**config.mk**
```make
export PLATFORM = sky130hd
export DESIGN_NAME = tls_ctrl
export DESIGN_NICKNAME = d
export VERILOG_FILES = /design/src/design/tls_pkg.sv /design/src/design/tls_ctrl.sv
export VERILOG_INCLUDE_DIRS = /design/src /design/src/design
export SDC_FILE = /design/constraint.sdc
export NUM_CORES = 1
export LEC_CHECK = 0
export BUFFER_PORTS_ARGS = -buffer_cell sky130_fd_sc_hd__buf_2
export CELL_PAD_IN_SITES_DETAIL_PLACEMENT = 0
export CELL_PAD_IN_SITES_GLOBAL_PLACEMENT = 1
export CORE_MARGIN = 2
export CORE_UTILIZATION = 42
export DETAILED_ROUTE_END_ITERATION = 16
export HOLD_SLACK_MARGIN = 0.15
export PLACE_DENSITY = 0.87
export SYNTH_ARGS = -nofsm -noshare
export SYNTH_HDL_FRONTEND = slang
export SYNTH_SLANG_ARGS = --single-unit
```
**constraint.sdc**
```tcl
create_clock -name clk -period 3.3 [get_ports clk]
set_input_delay 0.165 -clock clk [delete_from_list [all_inputs] [get_ports clk]]
set_output_delay 0.165 -clock clk [all_outputs]
set_load 0.02 [all_outputs]
```
**src/design/tdnn_layer_stream_core_defines.svh**
```systemverilog
// assertion macros used by the tdnn layer stream controller
`ifndef TDNN_LAYER_STREAM_CORE_DEFINES_SVH
`define TDNN_LAYER_STREAM_CORE_DEFINES_SVH

// same-cycle implication, checked on clk and masked during reset
`define TLS_ASSERT_NOW(lbl, ante, cons, msg) \
  lbl: assert property (@(posedge clk) disable iff (!rst_n) (ante) |-> (cons)) \
    else $error(msg);

// next-cycle implication
`define TLS_ASSERT_NEXT(lbl, ante, cons, msg) \
  lbl: assert property (@(posedge clk) disable iff (!rst_n) (ante) |=> (cons)) \
    else $error(msg);

`endif

```
**src/design/tls_pkg.sv**
```systemverilog
// types, constants and activation tables of the tdnn layer stream block
`timescale 1ns / 1ps
package tls_pkg;

  localparam int FEAT_MAX     = 64;
  localparam int OUT_MAX      = 32;
  localparam int HIST_FRAMES  = 32;
  localparam int ROW_STRIDE   = 512;
  localparam int WEIGHT_DEPTH = OUT_MAX * ROW_STRIDE;
  localparam int HIST_DEPTH   = HIST_FRAMES * FEAT_MAX;

  localparam int SLOT_W = 5;
  localparam int FH_W   = 6;
  localparam int ELEM_W = 6;
  localparam int ROW_W  = 5;
  localparam int WJ_W   = 9;

  localparam logic [1:0] CMD_WEIGHT = 2'd0;
  localparam logic [1:0] CMD_BIAS   = 2'd1;
  localparam logic [1:0] CMD_FEED   = 2'd2;
  localparam logic [1:0] CMD_FLUSH  = 2'd3;

  localparam logic [2:0] REG_LEFT   = 3'd0;
  localparam logic [2:0] REG_RIGHT  = 3'd1;
  localparam logic [2:0] REG_SPACE  = 3'd2;
  localparam logic [2:0] REG_ACT    = 3'd3;
  localparam logic [2:0] REG_SLOPE  = 3'd4;
  localparam logic [2:0] REG_BIAS   = 3'd5;
  localparam logic [2:0] REG_FEAT   = 3'd6;
  localparam logic [2:0] REG_OUTLEN = 3'd7;

  localparam logic [2:0] ACT_NONE  = 3'd0;
  localparam logic [2:0] ACT_SIG   = 3'd1;
  localparam logic [2:0] ACT_RELU  = 3'd2;
  localparam logic [2:0] ACT_PRELU = 3'd3;
  localparam logic [2:0] ACT_TANH  = 3'd4;

  typedef struct packed {
    logic [1:0]         command;
    logic [13:0]        address;
    logic signed [15:0] value;
    logic               end_of_stream;
  } in_item_t;

  typedef struct packed {
    logic signed [15:0] out_value;
    logic [4:0]         out_index;
    logic               last_of_frame;
    logic               stream_done;
  } out_item_t;

  typedef struct packed {
    logic              idle;
    logic              mac_issue;
    logic              mac_first;
    logic [ROW_W-1:0]  row;
    logic [WJ_W-1:0]   widx;
    logic [SLOT_W-1:0] toff;
    logic [ELEM_W-1:0] elem;
    logic              do_round;
    logic              do_act;
    logic              do_emit;
    logic              last_row;
  } tls_cmd_t;

  typedef struct packed {
    logic       start;
    logic       out_busy;
    logic [2:0] taps;
    logic [2:0] spacing;
    logic [6:0] frame_len;
    logic [5:0] out_len;
  } tls_status_t;

  typedef logic signed [15:0] act_lut_t [256];

  function automatic logic signed [15:0] sat16(input logic signed [40:0] v);
    logic signed [15:0] r;
    if (v > 41'sd32767) r = 16'sh7fff;
    else if (v < -41'sd32768) r = 16'sh8000;
    else r = v[15:0];
    return r;
  endfunction

  // elaboration-time table: logistic or tanh samples at the lower edge of each bin
  function automatic act_lut_t build_act_lut(input logic tanh_sel);
    logic [63:0] p;
    logic [63:0] den;
    logic [63:0] num;
    logic [63:0] rem;
    logic [63:0] q;
    logic [31:0] ptab [257];
    logic [31:0] sg;
    logic [31:0] v;
    int          k;
    int          b;
    int          m;
    act_lut_t    lut;
    p = 64'h1_0000_0000;
    for (k = 0; k < 257; k++) begin
      den = 64'h1_0000_0000 + p;
      num = 64'h1_0000_0000_0000 + (den >> 1);
      rem = '0;
      q   = '0;
      for (b = 63; b >= 0; b--) begin
        rem = {rem[62:0], num[b]};
        if (rem >= den) begin
          rem  = rem - den;
          q[b] = 1'b1;
        end
      end
      ptab[k] = q[31:0];
      p = (p * 64'd4034748382 + 64'h8000_0000) >> 32;
    end
    for (k = 0; k < 256; k++) begin
      m = tanh_sel ? 2 * (k - 128) : k - 128;
      sg = (m >= 0) ? ptab[m] : 32'd65536 - ptab[-m];
      if (tanh_sel) v = ((2 * sg + 32'd128) >> 8) - 32'd256;
      else v = (sg + 32'd128) >> 8;
      lut[k] = v[15:0];
    end
    return lut;
  endfunction

  localparam act_lut_t SIG_LUT  = build_act_lut(1'b0);
  localparam act_lut_t TANH_LUT = build_act_lut(1'b1);

endpackage

```
**src/design/tls_ctrl.sv**
```systemverilog
// controller: sequences rows, taps and elements of one frame's dot products
`timescale 1ns / 1ps
`include "tdnn_layer_stream_core_defines.svh"
module tls_ctrl (
  input  logic                clk,
  input  logic                rst_n,
  input  tls_pkg::tls_status_t status,
  output tls_pkg::tls_cmd_t    cmd
);
  import tls_pkg::*;

  typedef enum logic [6:0] {
    S_IDLE   = 7'b0000001,
    S_MAC    = 7'b0000010,
    S_DRAIN1 = 7'b0000100,
    S_DRAIN2 = 7'b0001000,
    S_ROUND  = 7'b0010000,
    S_ACT    = 7'b0100000,
    S_EMIT   = 7'b1000000
  } state_t;

  state_t            state_r, state_nxt;
  logic [ROW_W-1:0]  r_r, r_nxt;
  logic [2:0]        t_r, t_nxt;
  logic [ELEM_W-1:0] k_r, k_nxt;
  logic [WJ_W-1:0]   j_r, j_nxt;
  logic [SLOT_W-1:0] toff_r, toff_nxt;
  logic              k_last, t_last, r_last;

  assign k_last = ({1'b0, k_r} == status.frame_len - 7'd1);
  assign t_last = (t_r == status.taps);
  assign r_last = ({1'b0, r_r} == status.out_len - 6'd1);

  always_comb begin
    state_nxt = state_r;
    r_nxt     = r_r;
    t_nxt     = t_r;
    k_nxt     = k_r;
    j_nxt     = j_r;
    toff_nxt  = toff_r;
    cmd       = '0;
    cmd.row      = r_r;
    cmd.widx     = j_r;
    cmd.toff     = toff_r;
    cmd.elem     = k_r;
    cmd.last_row = r_last;
    case (state_r)
      S_IDLE: begin
        cmd.idle = 1'b1;
        if (status.start) begin
          state_nxt = S_MAC;
          r_nxt     = '0;
          t_nxt     = '0;
          k_nxt     = '0;
          j_nxt     = '0;
          toff_nxt  = '0;
        end
      end
      S_MAC: begin
        cmd.mac_issue = 1'b1;
        cmd.mac_first = (t_r == 3'd0) && (k_r == '0);
        j_nxt = j_r + 1'b1;
        if (k_last) begin
          k_nxt = '0;
          if (t_last) begin
            state_nxt = S_DRAIN1;
          end else begin
            t_nxt    = t_r + 3'd1;
            toff_nxt = toff_r + SLOT_W'(status.spacing);
          end
        end else begin
          k_nxt = k_r + 1'b1;
        end
      end
      S_DRAIN1: state_nxt = S_DRAIN2;
      S_DRAIN2: state_nxt = S_ROUND;
      S_ROUND: begin
        cmd.do_round = 1'b1;
        state_nxt    = S_ACT;
      end
      S_ACT: begin
        cmd.do_act = 1'b1;
        state_nxt  = S_EMIT;
      end
      S_EMIT: begin
        if (!status.out_busy) begin
          cmd.do_emit = 1'b1;
          if (r_last) begin
            state_nxt = S_IDLE;
          end else begin
            state_nxt = S_MAC;
            r_nxt     = r_r + 1'b1;
            t_nxt     = '0;
            k_nxt     = '0;
            j_nxt     = '0;
            toff_nxt  = '0;
          end
        end
      end
      default: state_nxt = S_IDLE;
    endcase
  end

  always_ff @(posedge clk) begin
    if (!rst_n) begin
      state_r <= S_IDLE;
      r_r     <= '0;
      t_r     <= '0;
      k_r     <= '0;
      j_r     <= '0;
      toff_r  <= '0;
    end else begin
      state_r <= state_nxt;
      r_r     <= r_nxt;
      t_r     <= t_nxt;
      k_r     <= k_nxt;
      j_r     <= j_nxt;
      toff_r  <= toff_nxt;
    end
  end

  `TLS_ASSERT_NEXT(a_start_enters_mac, state_r == S_IDLE && status.start, state_r == S_MAC, "start did not begin the dot product")
  `TLS_ASSERT_NOW(a_elem_in_frame, state_r == S_MAC, {1'b0, k_r} < status.frame_len, "element counter ran past the frame")
  `TLS_ASSERT_NEXT(a_last_row_idle, state_r == S_EMIT && !status.out_busy && r_last, state_r == S_IDLE, "controller kept going after the last row")

endmodule

```
==> impl_summary.log <==
INFO  metric run_status = finished, final reports clean
INFO  metric pwr-share-seq = 49.1%
INFO  metric design.die.area = 6099 um2
INFO  metric crit_required = 3510 ps
INFO  metric final_layout_size_suffix_gt1_share = 20.41%
INFO  metric totalNegativeSetupSlack = 0 ps
INFO  metric r2r_cells = 7
INFO  metric cp-end-kind = flip-flop
INFO  metric hold_buffers = 0
INFO  metric num-nets-final = 372
INFO  metric min-delay-start = status[19]
INFO  metric cts_setup_buffers = 0
INFO  metric yosys_register_bits = 35
INFO  metric cell_internal_pwr = 631.0 uW
INFO  metric regToRegSetupSlack = 800 ps
INFO  metric grt_first_pass_wirelength = 8942 um
INFO  metric grt_max_degree = 26
INFO  metric regToRegEndpoint = j_r[7]$_SDFFE_PN0P_
INFO  metric power_per_cell_area = 323.2 nW/um2
INFO  metric grt_setup_unrepaired = no
INFO  metric tightestPinTransition = 727.9 ps
INFO  metric initial_utilization = 44.30%
INFO  metric worst_skew_pair.late_latency = 290 ps
INFO  metric cts_tree = done
INFO  metric p_sw_share = 28.43%
INFO  metric final_area = 2728 um2
INFO  metric cts_made_buffers = 5
INFO  metric cts-root-buf = clkbuf_8
INFO  metric cts-htree-levels = 2
INFO  metric globalRoute.totalOverflow = 0
INFO  metric ir_drop_worst_case_vdd = 0.2229 mV
INFO  metric postSynthNetCount = 317
INFO  metric final_period_utilization = 75.62%
INFO  metric finalWorstPathRequiredPeriod = 2496 ps
INFO  metric timing.critical_path.fanout_max = 25
INFO  metric synth_cell_type_count = 50
INFO  metric ys_warn_count = 0
INFO  metric critical_path_class = flip-flop to flip-flop
INFO  metric post-synth-top-area-fraction = 30.39%
INFO  metric dr_total_vias = 2196
INFO  metric synth_top_family_by_area = simple AND/OR/NAND/NOR gates
INFO  metric drt_iter0_drc = 131
INFO  metric synthesized_area_fraction_occupied_by_ao_oa_aoi_and_oai_cells = 19.26%
INFO  metric die_height = 78.10 um
INFO  metric number_of_synthesized_flops_with_an_enable_pin = 0
INFO  metric tritoncts_num_sinks = 35
INFO  metric routed_via_density = 5.382
INFO  metric holdPathStages = 3
INFO  metric synth_xor_area_share = 7.813%
INFO  metric yosys_most_used_dff = dfxtp_1
INFO  metric globalRouteTotalUtil = 17.82%
INFO  metric fin_worst_skew = 9.418 ps
INFO  metric numPortBuffers = 54
INFO  metric n_antenna_cell = 0
INFO  metric synthMuxAreaShare = 4.341%
INFO  metric placedInstanceArea = 2646 um2
INFO  metric synth_area = 2306 um2
INFO  metric synth.yosys.seq_area_share = 30.39%
INFO  metric wl_per_cell = 12.91 um
INFO  metric std_cell_rows = 26
INFO  metric power.switching = 250.7 uW
INFO  metric synth_simple_gate_area_share = 26.64%
INFO  metric cp_data_arrival_time = 2710 ps
INFO  metric cts_resized = 0
INFO  metric power.share.combinational = 16.8%
INFO  metric hold_viol_final = 0
INFO  metric worst_r2r_startpoint = state_r[3]$_SDFFE_PN0P_
INFO  metric flow.area_growth_from_synthesis = 18.29%
INFO  metric timing.critical_path.to = j_r[7]$_SDFFE_PN0P_
INFO  metric max-slew-margin-rel = 51.15%
INFO  metric drt_pass1_iterations = 4
INFO  metric synth_area_in_adders = 6.837%
INFO  metric power_frac_clock = 34.1%
INFO  metric timing.hold.worst.class = input pin to flip-flop
INFO  metric syn_area_per_cell = 8.177 um2
INFO  metric drv_cap = 0
INFO  metric drtAntennaViolNets = 0
INFO  metric core_area = 5205 um2
INFO  metric cts.reportedPaths.clkPinSlew = 60 ps
INFO  metric floorplan.die.width = 78.10 um
INFO  metric fillerInstances = 516
INFO  metric report.final.setup_viol = 0
INFO  metric timing.critical_path.from_type = flip-flop
INFO  metric startpoint = state_r[3]$_SDFFE_PN0P_
INFO  metric first_global_vias = 1948
INFO  metric timing_max_transition_violations_final = 0
INFO  metric place.gp.congestion = 0.7944
INFO  metric drcViolationCount = 0
INFO  metric most_area_consuming_cells_after_synthesis = dfxtp_1, ha_1, nand3_1
INFO  metric ios = 55
INFO  metric drt_wl_total = 5267 um
INFO  metric cts-root-to-sink-buffers = 2
INFO  metric asyncSetResetFlopFracSynth = 0%
INFO  metric syn-instance-count = 282
INFO  metric upper_clock_frequency_limit = 0.4007 GHz
INFO  metric antenna_found_initial = 0
INFO  metric detailed_placer_s_ending_hpwl = 3971 um
INFO  metric post-synth-top-area-cell = dfxtp_1
INFO  metric leakage = 0.001168 uW
==> layer usage <==
metal | vias to the layer above | global-route usage, % | wire, um
li1 | 1139 | - | -
met4 | 0 | 5.263 | 55
met1 | 1002 | 23.83 | 2592
met2 | 48 | 28.53 | 2374
met5 | - | 0 | 0
met3 | 7 | 4.368 | 244
==> how the worst min path moves through the flow <==
stage                              end  slack [ps]
2_1_floorplan  state_r[6]$_SDFFE_PN0P_         310
5_1_grt        state_r[0]$_SDFFE_PN1P_         180
4_1_cts        state_r[6]$_SDFFE_PN0P_         160
3_5_place_dp   state_r[6]$_SDFFE_PN0P_         460
3_3_place_gp   state_r[6]$_SDFFE_PN0P_         450
6_report       state_r[6]$_SDFFE_PN0P_         170
==> through the flow <==
| stage | util (%) | setup slack, ps | cells | total power, uW | hold WS, ps |
|---|---|---|---|---|---|
| 2_1_floorplan | - | 911.2 | 282 | 543.3 | 305.7 |
| 3_3_place_gp | 50.84 | 762.9 | 400 | 589.5 | 452.9 |
| 3_5_place_dp | 50.84 | 739.5 | 400 | 590.0 | 457.6 |
| 4_1_cts | 52.40 | 813.0 | 408 | 892.4 | 157.0 |
| 5_1_grt | 52.40 | 570.5 | 408 | 929.6 | 179.8 |
| 6_report | 52.40 | 804.4 | 408 | 881.7 | 172.0 |
==> cell type report <==
cell class	count	area [um2]	share of cell area (%)
Clock buffer	7	76.32	2.798
Timing Repair Buffer	56	285.3	10.46
Clock inverter	1	5.005	0.1835
Inverter	19	71.32	2.615
Multi-Input combinational cell	220	1501	55.05
Tap cell	70	87.58	3.211
Sequential cell	35	700.7	25.69
==> cells by family after synthesis <==
family	after synthesis
flops	35
buf+inv	27
fa+ha+maj	12
compound gates	62
mux	10
xor+xnor	19
simple gates	117
==> Yosys cell counts (2+ instances only) <==
master	n
o21ai_0	11
nor4_1	4
nand4_1	5
dfxtp_1	35
mux2i_1	10
nor2b_1	2
inv_1	18
nand2_1	21
nand3b_1	3
a211oi_1	3
nand2b_1	5
clkbuf_1	4
or3_1	8
a31oi_1	5
nor2_1	27
or4_1	4
a22oi_1	2
nand3_1	23
o2111ai_1	2
xnor2_1	9
ha_1	11
buf_2	3
and3_1	3
o31ai_1	3
a21oi_1	19
a311oi_1	2
o311ai_0	2
nor3_1	7
a2111oi_4	2
xor2_1	9
==> critical path, stage by stage (launching register included) <==
cell and delay [ps]:
dfxtp_1 350, nor4_1 520, nand3_1 200, nor2_1 250
a211oi_2 100, buf_4 230, or4b_2 620, a21oi_1 150
==> state kept, by name, indices dropped and copies added (netlist names) <==
register and flops:
j_r 9, state_r 7, k_r 6, r_r 5, toff_r 5, t_r 3
==> power by group through the flow <==
stage | combinational, uW | sequential [uW] | clock (uW)
after floorplan | 101 | 443 | 0
after global placement | 147 | 443 | 0
after detailed placement | 147 | 443 | 0
after CTS | 148 | 433 | 311
after global routing | 164 | 434 | 332
final | 148 | 433 | 300
==> placed cells by master, fill, tap and decap left out, types with 2 or more instances in the layout <==
master and count:
buf_2 54, dfxtp_1 35, nor2_1 27, nand3_1 23, nand2_1 21, a21oi_1 19, inv_1 18, o21ai_0 11
ha_1 11, mux2i_1 10, xnor2_1 9, xor2_1 9, or3_1 8, nor3_1 7, nand4_1 5, nand2b_1 5
a31oi_1 5, clkbuf_8 5, nor4_1 4, or4_1 4, and3_1 3, nand3b_1 3, o31ai_1 3, nor2b_1 2
a311oi_1 2, o2111ai_1 2, a2111oi_4 2, a211oi_1 2, a22oi_1 2, o311ai_0 2, clkbuf_1 2, buf_4 2
Note: power is estimated with default switching activity, not from simulation.
